<file path="config.mk">
export PLATFORM = sky130hd
export DESIGN_NAME = fbsc_plane_regs
export DESIGN_NICKNAME = d
export VERILOG_FILES = /design/src/design/fbsc_pkg.sv /design/src/design/fbsc_plane_regs.sv
export SDC_FILE = /design/constraint.sdc
export NUM_CORES = 1
export LEC_CHECK = 0
export BUFFER_PORTS_ARGS = -buffer_cell sky130_fd_sc_hd__buf_2
export CAP_MARGIN = 20
export CORE_MARGIN = 10
export CORE_UTILIZATION = 51
export DETAILED_ROUTE_END_ITERATION = 8
export PLACE_DENSITY = 0.82
export SYNTH_ARGS = -nofsm -noshare
export SYNTH_HDL_FRONTEND = slang
export SYNTH_SLANG_ARGS = --single-unit
</file>
<file path="constraint.sdc">
create_clock -name clk -period 1.5 [get_ports clk]
set_clock_uncertainty 0.05 [all_clocks]
set_input_delay 0.225 -clock clk [delete_from_list [all_inputs] [get_ports clk]]
set_output_delay 0.225 -clock clk [all_outputs]
set_load 0.03 [all_outputs]
</file>
<file path="src/design/fbsc_pkg.sv">
// ----------------------------------------------------------------------------
// fbsc_pkg
// Types and constants shared by the frustum box/sphere cull block.
// ----------------------------------------------------------------------------
`default_nettype none

package fbsc_pkg;

  localparam int PLANE_REGS  = 6;
  localparam int REG_IDX_W   = 3;
  localparam int REG_DATA_W  = 64;
  localparam int ALIGN_SHIFT = 14;
  localparam int PROD_W      = 32;
  localparam int PAIR_W      = PROD_W + 1;
  localparam int SUM_W       = PAIR_W + 1;

  typedef logic signed [15:0] coord_t;

  typedef enum logic [REG_IDX_W-1:0] {
    REG_NEAR   = 3'd0,
    REG_FAR    = 3'd1,
    REG_LEFT   = 3'd2,
    REG_RIGHT  = 3'd3,
    REG_TOP    = 3'd4,
    REG_BOTTOM = 3'd5
  } reg_idx_t;

  // bits 15:0 A, 31:16 B, 47:32 C, 63:48 D
  typedef struct packed {
    coord_t d;
    coord_t c;
    coord_t b;
    coord_t a;
  } plane_t;

  typedef struct packed {
    logic        sphere;
    coord_t      min_x;
    coord_t      min_y;
    coord_t      min_z;
    coord_t      max_x;
    coord_t      max_y;
    coord_t      max_z;
    coord_t      cx;
    coord_t      cy;
    coord_t      cz;
    logic [15:0] rad;
  } vol_t;

  typedef struct packed {
    logic adv;
  } ctl_t;

endpackage

`default_nettype wire

</file>
<file path="src/design/fbsc_plane_regs.sv">
// ----------------------------------------------------------------------------
// fbsc_plane_regs
// Six 64-bit plane registers, write only. Out-of-range writes are dropped.
// ----------------------------------------------------------------------------
`default_nettype none

module fbsc_plane_regs import fbsc_pkg::*; (
  input  wire logic                  clk,
  input  wire logic                  rst,
  input  wire logic                  cfg_wr_en,
  input  wire logic [REG_IDX_W-1:0]  cfg_addr,
  input  wire logic [REG_DATA_W-1:0] cfg_wdata,
  output plane_t                     planes [PLANE_REGS]
);

  always_ff @(posedge clk) begin
    if (rst) begin
      for (int i = 0; i < PLANE_REGS; i++) begin
        planes[i] <= '0;
      end
    end else if (cfg_wr_en) begin
      unique case (reg_idx_t'(cfg_addr))
        REG_NEAR:   planes[0] <= plane_t'(cfg_wdata);
        REG_FAR:    planes[1] <= plane_t'(cfg_wdata);
        REG_LEFT:   planes[2] <= plane_t'(cfg_wdata);
        REG_RIGHT:  planes[3] <= plane_t'(cfg_wdata);
        REG_TOP:    planes[4] <= plane_t'(cfg_wdata);
        REG_BOTTOM: planes[5] <= plane_t'(cfg_wdata);
        default: ;
      endcase
    end
  end

endmodule

`default_nettype wire

</file>
==> impl_metrics.env <==
export IMPL_status="finished, final reports clean"
export IMPL_start_util_pct=51.70
export IMPL_vias=11150
export IMPL_grt_max_degree=48
export IMPL_die_w_um=190.6
export IMPL_cts_repair_resized=0
export IMPL_syn_to_final_growth_pct=30.20
export IMPL_wl_per_cell_um=20.59
export IMPL_slew_headroom_pct=75.23
export IMPL_cts_sinks=384
export IMPL_path_class="flip-flop to primary output"
export IMPL_antenna_found_initial=2
export IMPL_period_share_pct=96.04
export IMPL_postCtsSetupRepairBufs=0
export IMPL_hpwl_um=32840
export IMPL_dieArea_mm2=0.03632
export IMPL_syn_nets=1387
export IMPL_rows=62
export IMPL_h_tree_depth=2
export IMPL_hold_violations=0
export IMPL_cp_slowest_cell="dfxtp_1"
export IMPL_clk_insertion_delay_late_ns=0.52
export IMPL_slew_violations=0
export IMPL_layout_common_cells="buf_2, nand2b_1, mux2i_1, dfxtp_1, buf_4"
export IMPL_path_cells="buf_2"
export IMPL_ant_nets=0
export IMPL_clkTransAtPathRegs_ns=0.06
export IMPL_cp_data_required_time_ns=1.22
export IMPL_min_delay_start="cfg_wdata[3]"
export IMPL_drive_above_1_share_pct=32.54
export IMPL_final_common_cell="buf_2"
export IMPL_holdWs_ns=0.05219
export IMPL_fillers=2169
export IMPL_die_h_um=190.6
export IMPL_drt_initial_drc_count=407
export IMPL_coreArea_mm2=0.02870
export IMPL_path_delay_family="flip-flops"
export IMPL_synthesis_area_mm2=0.01484
export IMPL_hold_path_class="input pin to flip-flop"
export IMPL_synthDistinctLibCells=13
export IMPL_crit_buf_inv=1
export IMPL_cts_tree="yes"
export IMPL_drc=0
export IMPL_maxClockFrequency_mhz=694.1
export IMPL_grt_pass1_wl_um=68520
export IMPL_yosys_warnings=0
export IMPL_drv_cap=0
export IMPL_drt_wl_total_um=45270
export IMPL_overflow=0
export IMPL_reg_top3="planes (384)"
export IMPL_dp_cells=2129
export IMPL_via_per_inst=5.070
export IMPL_worst_slew_pin_slew_ns=0.3716
export IMPL_fin_tns_setup_ns=0
export IMPL_hold_buffers=0
export IMPL_routabilityCongestion=0.8062
export IMPL_dr_pass1_iters=4
export IMPL_yosysSeqAreaShare_pct=51.80
export IMPL_crit_start="planes[53]$_SDFFE_PP0P_"
export IMPL_slowest_delay_ns=0.40
export IMPL_root_buffer="clkbuf_16"
export IMPL_cp_arrival_ns=1.17
export IMPL_grt_pass1_vias=11950
export IMPL_io_buffers=453
export IMPL_clockBufferDepth=3
export IMPL_end_kind="primary output"
export IMPL_fin_nets=1857
export IMPL_synthCells=1317
export IMPL_reg2reg_slack_ns=0.77
export IMPL_cp_max_fo=2
export IMPL_rsz0062_at_grt="no"
export IMPL_setup_viol_count_final=0
export IMPL_track_usage_pct=23.73
export IMPL_numCtsBuffers=40
export IMPL_p_leak_nw=10.45
export IMPL_vdd_drop_max_mv=0.8634
export IMPL_syn_avg_cell_area_um2=11.27
export IMPL_p_per_area_mw_per_mm2=1154
export IMPL_fin_cells=2199
export IMPL_ys_ff_latch=384
export IMPL_io_pins=454
export IMPL_min_period_ns=1.441
export IMPL_largest_reg_flops=384
export IMPL_r2r_start="planes[137]$_SDFFE_PP0P_"
export IMPL_worstSetupStartpointType="flip-flop"
export IMPL_regMostFlops="planes"
final cells by class:
type | instances | area [um^2] | share of cell area [%]
flip-flops and latches | 384 | 7687 | 39.79
multi-input cells | 840 | 6784 | 35.11
repair buffers | 521 | 3062 | 15.85
clock buffers | 54 | 1165 | 6.029
well taps | 384 | 480.5 | 2.487
clock inverters | 14 | 137.6 | 0.7123
diodes | 2 | 5.005 | 0.02590
synthesized netlist by cell type:
cell | n | area, um^2
buf_2 | 37 | 185.2
nand2b_1 | 448 | 2803
nor4b_1 | 1 | 8.760
buf_6 | 1 | 11.26
buf_4 | 5 | 37.54
clkbuf_2 | 1 | 5.000
and4bb_2 | 1 | 12.51
nand4b_1 | 2 | 17.52
dfxtp_1 | 384 | 7687
nand4bb_1 | 3 | 33.78
mux2i_1 | 384 | 3844
clkbuf_1 | 49 | 183.9
or4b_1 | 1 | 10.01
logic make-up (layout without fill, tap and decap cells):
group         count (synthesis)  after routing  synth area share (%)
flops                       384            384                 51.80
mux                         384            384                 25.90
other cells                   0              2                     0
simple gates                456            456                 19.44
buf+inv                      93            589                 2.850
layer usage:
layer  GRT usage, %  share of wire, %  wire [um]
met1          26.93                40      18040
met2          39.80                47      21060
met3          9.199                10       4733
met4          8.510               3.2       1435
met5              0                 0          0
metrics by stage:
step / instance area (um^2) / power (mW) / utilization [%] / setup slack (ns)
floorplan: 14840 / 11.99 / - / 0.2000
global placement: 18010 / 12.74 / 62.76 / 0.07253
detailed placement: 18010 / 12.77 / 62.76 / 0.03697
CTS: 19320 / 22.45 / 67.30 / 0.02814
global route: 19320 / 23.00 / 67.30 / 0.007798
finish: 19320 / 22.30 / 67.31 / 0.05938
report_power, final:
group | switching [mW] | leakage (nW) | total, mW | internal (mW)
Sequential | 0.126 | 3.11 | 10.6 | 10.4
Clock | 3.96 | 0.649 | 9.75 | 5.78
Combinational | 1.22 | 6.69 | 2.00 | 0.777
Total | 5.31 | 10.4 | 22.3 | 17.0
path summary, 6_finish.rpt:
kind	endpoint	depth (start not counted)
max	planes[53]	1
min	planes[131]$_SDFFE_PP0P_	3
max reg2reg	planes[137]$_SDFFE_PP0P_	2
min reg2reg	planes[267]$_SDFFE_PP0P_	2
No activity file was read; power rests on OpenSTA's default activity.
