===== src/design/fbsc_pkg.sv =====
// ----------------------------------------------------------------------------
// fbsc_pkg
// Types and constants shared by the frustum box/sphere cull block.
// ----------------------------------------------------------------------------
`default_nettype none

package fbsc_pkg;

  localparam int PLANE_REGS  = 6;
  localparam int REG_IDX_W   = 3;
  localparam int REG_DATA_W  = 64;
  localparam int ALIGN_SHIFT = 14;
  localparam int PROD_W      = 32;
  localparam int PAIR_W      = PROD_W + 1;
  localparam int SUM_W       = PAIR_W + 1;

  typedef logic signed [15:0] coord_t;

  typedef enum logic [REG_IDX_W-1:0] {
    REG_NEAR   = 3'd0,
    REG_FAR    = 3'd1,
    REG_LEFT   = 3'd2,
    REG_RIGHT  = 3'd3,
    REG_TOP    = 3'd4,
    REG_BOTTOM = 3'd5
  } reg_idx_t;

  // bits 15:0 A, 31:16 B, 47:32 C, 63:48 D
  typedef struct packed {
    coord_t d;
    coord_t c;
    coord_t b;
    coord_t a;
  } plane_t;

  typedef struct packed {
    logic        sphere;
    coord_t      min_x;
    coord_t      min_y;
    coord_t      min_z;
    coord_t      max_x;
    coord_t      max_y;
    coord_t      max_z;
    coord_t      cx;
    coord_t      cy;
    coord_t      cz;
    logic [15:0] rad;
  } vol_t;

  typedef struct packed {
    logic adv;
  } ctl_t;

endpackage

`default_nettype wire


===== src/design/fbsc_lane.sv =====
// ----------------------------------------------------------------------------
// fbsc_lane
// One plane test in four stages: point select, multiply, pair add, final
// add and sign. Reject means the volume lies fully outside this plane.
// ----------------------------------------------------------------------------
`default_nettype none

module fbsc_lane import fbsc_pkg::*; (
  input  wire logic   clk,
  input  wire ctl_t   ctl,
  input  wire vol_t   vol,
  input  wire plane_t plane,
  output logic        reject
);

  coord_t                    s1_x, s1_y, s1_z;
  logic [15:0]               s1_rad;
  logic                      s1_sphere;
  logic signed [PROD_W-1:0]  s2_px, s2_py, s2_pz, s2_bias;
  logic signed [PAIR_W-1:0]  s3_xy, s3_zb;
  logic signed [PROD_W-1:0]  d_bias, r_bias;
  logic signed [SUM_W-1:0]   dist_sum;

  // D and radius moved to the 2^18 product scale
  assign d_bias = $signed({{(PROD_W-16-ALIGN_SHIFT){plane.d[15]}}, plane.d,
                           {ALIGN_SHIFT{1'b0}}});
  assign r_bias = $signed({{(PROD_W-16-ALIGN_SHIFT){1'b0}}, s1_rad,
                           {ALIGN_SHIFT{1'b0}}});
  assign dist_sum = SUM_W'(s3_xy) + SUM_W'(s3_zb);

  always_ff @(posedge clk) begin
    if (ctl.adv) begin
      // box: corner farthest along the normal
      s1_x      <= vol.sphere ? vol.cx : (plane.a[15] ? vol.min_x : vol.max_x);
      s1_y      <= vol.sphere ? vol.cy : (plane.b[15] ? vol.min_y : vol.max_y);
      s1_z      <= vol.sphere ? vol.cz : (plane.c[15] ? vol.min_z : vol.max_z);
      s1_rad    <= vol.rad;
      s1_sphere <= vol.sphere;

      s2_px     <= plane.a * s1_x;
      s2_py     <= plane.b * s1_y;
      s2_pz     <= plane.c * s1_z;
      s2_bias   <= s1_sphere ? d_bias + r_bias : d_bias;

      s3_xy     <= PAIR_W'(s2_px) + PAIR_W'(s2_py);
      s3_zb     <= PAIR_W'(s2_pz) + PAIR_W'(s2_bias);

      reject    <= dist_sum[SUM_W-1];
    end
  end

endmodule

`default_nettype wire


===== config.mk =====
export PLATFORM = sky130hd
export DESIGN_NAME = fbsc_lane
export DESIGN_NICKNAME = d
export VERILOG_FILES = /design/src/design/fbsc_pkg.sv /design/src/design/fbsc_lane.sv
export SDC_FILE = /design/constraint.sdc
export NUM_CORES = 2
export LEC_CHECK = 0
export BUFFER_PORTS_ARGS = -buffer_cell sky130_fd_sc_hd__buf_2
export CORE_MARGIN = 2
export CORE_UTILIZATION = 40
export DETAILED_ROUTE_END_ITERATION = 8
export PLACE_DENSITY = 0.55
export SLEW_MARGIN = 20
export SYNTH_ARGS = -nofsm -noshare
export SYNTH_HDL_FRONTEND = slang
export SYNTH_SLANG_ARGS = --single-unit

===== constraint.sdc =====
create_clock -name clk -period 5.8 [get_ports clk]
set_input_delay 0.29 -clock clk [delete_from_list [all_inputs] [get_ports clk]]
set_output_delay 0.29 -clock clk [all_outputs]
set_load 0.02 [all_outputs]

==> impl_metrics.env <==
export IMPL_drtIter0Drc=1283
export IMPL_cts_sinks=246
export IMPL_cp_top_family="adder cells"
export IMPL_netlist_top_cells_area="fa_1, edfxtp_1, ha_1, inv_1, and2_1"
export IMPL_cts_tree="built"
export IMPL_busiest_layer="met2"
export IMPL_overflow=0
export IMPL_clk_pin_slew_ps=60
export IMPL_cts_max_level=2
export IMPL_seq_area_frac_synth_pct=17.8
export IMPL_drive_gt1_share_pct=21.9
export IMPL_yosys_most_used_dff="edfxtp_1"
export IMPL_place_congestion=0.854
export IMPL_whs_path_depth=3
export IMPL_grt_antenna_before_repair=1
export IMPL_areaGrowthSynthToFinish_pct=22.8
export IMPL_worstMarginPinSlew_ps=918
export IMPL_cts_max_path_buffers=3
export IMPL_crit_slowest_cell="fa_2"
export IMPL_synthesis_area_sq_um=41600
export IMPL_hold_start="vol[54]"
export IMPL_crit_required_ps=6070
export IMPL_final_common_cell="inv_1"
export IMPL_drt_pass1_iter_count=5
export IMPL_synth_enable_flop_cells=246
export IMPL_period_share_pct=107
export IMPL_critPathCaptureType="flop"
export IMPL_setup_ws_ps=-384
export IMPL_groute_layer_met3_usage_pct=1.73
export IMPL_dp_hpwl_microns=82600
export IMPL_synthArstFlopShare_pct=0
export IMPL_antenna_left=0
export IMPL_routed_wl_microns=100000
export IMPL_fin_nets=6201
export IMPL_slew_viol_final=0
export IMPL_io_buffers=227
export IMPL_syn_num_nets=5531
export IMPL_clk_latency_ps=570
export IMPL_min_path_type="input pin to flop"
export IMPL_grt_usage_pct=19.5
export IMPL_ios=228
export IMPL_grt_pass1_vias=32200
export IMPL_start_util_pct=40.2
export IMPL_crit_fanout=8
export IMPL_avgSynthCellArea_sq_um=9.97
export IMPL_finalClockSkew_ps=40.0
export IMPL_num_vias=29600
export IMPL_startpoint_type="flop"
export IMPL_synth_seq_cells=246
export IMPL_max_clock_freq_ghz=0.162
export IMPL_yosysTopAreaCellShare_pct=38.0
export IMPL_crit_reg2reg_launch="s1_y[3]$_DFFE_PP_"
export IMPL_violations="negative setup slack"
export IMPL_final_cell_mix="inv_1, fa_1, nand2_1"
export IMPL_final_area_sq_um=51100
export IMPL_yosysTopAreaCell="fa_1"
export IMPL_min_period_ps=6180
export IMPL_synthCells=4170
export IMPL_core_area_sq_um=103000
export IMPL_cp_slowest_stage_delay_ps=610
export IMPL_synth_distinct_cells=69
export IMPL_ff2ff_path_depth=20
export IMPL_cts_root_buf="clkbuf_16"
export IMPL_crit_type="flop to flop"
export IMPL_drv_cap=0
export IMPL_hold_viol=0
export IMPL_relSlewSlack_pct=38.8
export IMPL_grt_pass1_wl_microns=168000
export IMPL_worstPathCellList="buf_12 -> and2_4 -> fa_2 -> buf_6 -> fa_2 -> fa_1 -> fa_1 -> fa_1 -> inv_1 -> fa_1 -> inv_2 -> ha_4 -> a211o_1 -> o221ai_2 -> a21oi_2 -> or3_1 -> o211ai_1 -> a21oi_2 -> nor4_1 -> a311oi_1"
export IMPL_drc_errors=0
export IMPL_crit_start="s1_y[3]$_DFFE_PP_"
export IMPL_rsz0062_at_grt="yes"
export IMPL_gr_usage_met2_pct=33.1
export IMPL_critPathBufInv=4
export IMPL_grt_max_degree=149
export IMPL_viasPerCell=4.74
export IMPL_crit_cells=20
export IMPL_synth_warnings=0
export IMPL_placedInstanceArea_sq_um=47300
export IMPL_dieHeight_microns=326
export IMPL_avgRoutedWirePerCell_microns=16.0
export IMPL_die_width_microns=326
export IMPL_cts_buffers=36
export IMPL_crit_top_cell="fa_1"
export IMPL_finalSetupViolCount=27
export IMPL_die_area_sq_um=106000
export IMPL_cp_arrival_ps=6450
export IMPL_rows=118
export IMPL_status="finished, violations left"
export IMPL_grt_util_met1_pct=27.5
[routing by layer]
metal	up-vias	part of all wire [%]	wire length, microns
met3	80	3.4	3460
met2	444	48	48200
met4	2	1.6	1570
met1	14800	47	47000
li1	14300	-	-
met5	-	0.011	11
[Yosys cell counts, types with 16 or more instances]
| cell type | n |
|---|---|
| xnor2_1 | 116 |
| nand2_1 | 458 |
| mux2i_1 | 49 |
| a21oi_1 | 122 |
| fa_1 | 789 |
| clkbuf_1 | 121 |
| nand3_1 | 19 |
| a21o_1 | 59 |
| edfxtp_1 | 246 |
| o21ai_0 | 115 |
| nor2b_1 | 19 |
| nor2_1 | 120 |
| and3_1 | 16 |
| nor3_1 | 28 |
| and2_1 | 370 |
| ha_1 | 345 |
| inv_1 | 909 |
| o21a_1 | 18 |
| o21bai_1 | 19 |
| nand2b_1 | 33 |
| xor2_1 | 36 |
[cells by family after synthesis]
family,Yosys count,share of synthesized area [%]
buffers and inverters,1032,9.32
AO/OA/AOI/OAI,439,6.70
AND/OR/NAND/NOR,1106,13.1
XOR/XNOR,152,3.20
multiplexers,61,1.51
flip-flops,246,17.8
adder cells (fa/ha/maj),1134,48.4
[state kept, by name (all words and copies together) (netlist names)]
signal and flops:
s3_xy 33, s3_zb 33, s2_px 32, s2_py 32, s2_pz 32, s2_bias 18
s1_rad 16, s1_x 16, s1_y 16, s1_z 16, reject 1, s1_sphere 1
[final timing paths]
path                            slack (ps)                  end
worst max-delay path                  -380  s2_py[31]$_DFFE_PP_
worst min-delay path                    40    s1_x[6]$_DFFE_PP_
worst max register to register        -380  s2_py[31]$_DFFE_PP_
worst min register to register         420   s3_zb[3]$_DFFE_PP_
[what timing repair did]
action,4_1_cts,5_1_grt
buffers inserted,44,47
hold buffers,52,0
setup endpoints to repair,41,47
gates cloned,1,2
pin swaps,88,173
hold endpoints to repair,52,0
gates resized for setup,161,205
[per-stage QoR]
step                std cells  utilization [%]  setup slack, ps  setup TNS (ps)  hold slack [ps]
finish                   6248             49.4             -384           -4390             35.3
global route             6247             49.4             -615          -11780             39.2
CTS                      6206             48.3             -328           -4440             1.59
detailed placement       6045             45.7             -724          -10440              405
global placement         6045             45.7             -640           -9100              403
floorplan                4170                -             -191            -550              389
[worst min-delay path: stages]
cell and delay, ps:
buf_2 80, nand2_1 40, o21ai_0 80
[final cells by class]
type | count | area [sq um]
timing repair buffer | 755 | 5690
fill | 9669 | 52300
clock inverter | 22 | 186
inverter | 909 | 3410
tap | 1380 | 1730
antenna | 1 | 2.50
clock buffer | 43 | 970
multi-input combinational | 2892 | 31700
sequential | 246 | 7390
Power is not shown: default switching activity piles up to over one toggle a cycle in this logic, so the estimate is an artifact.
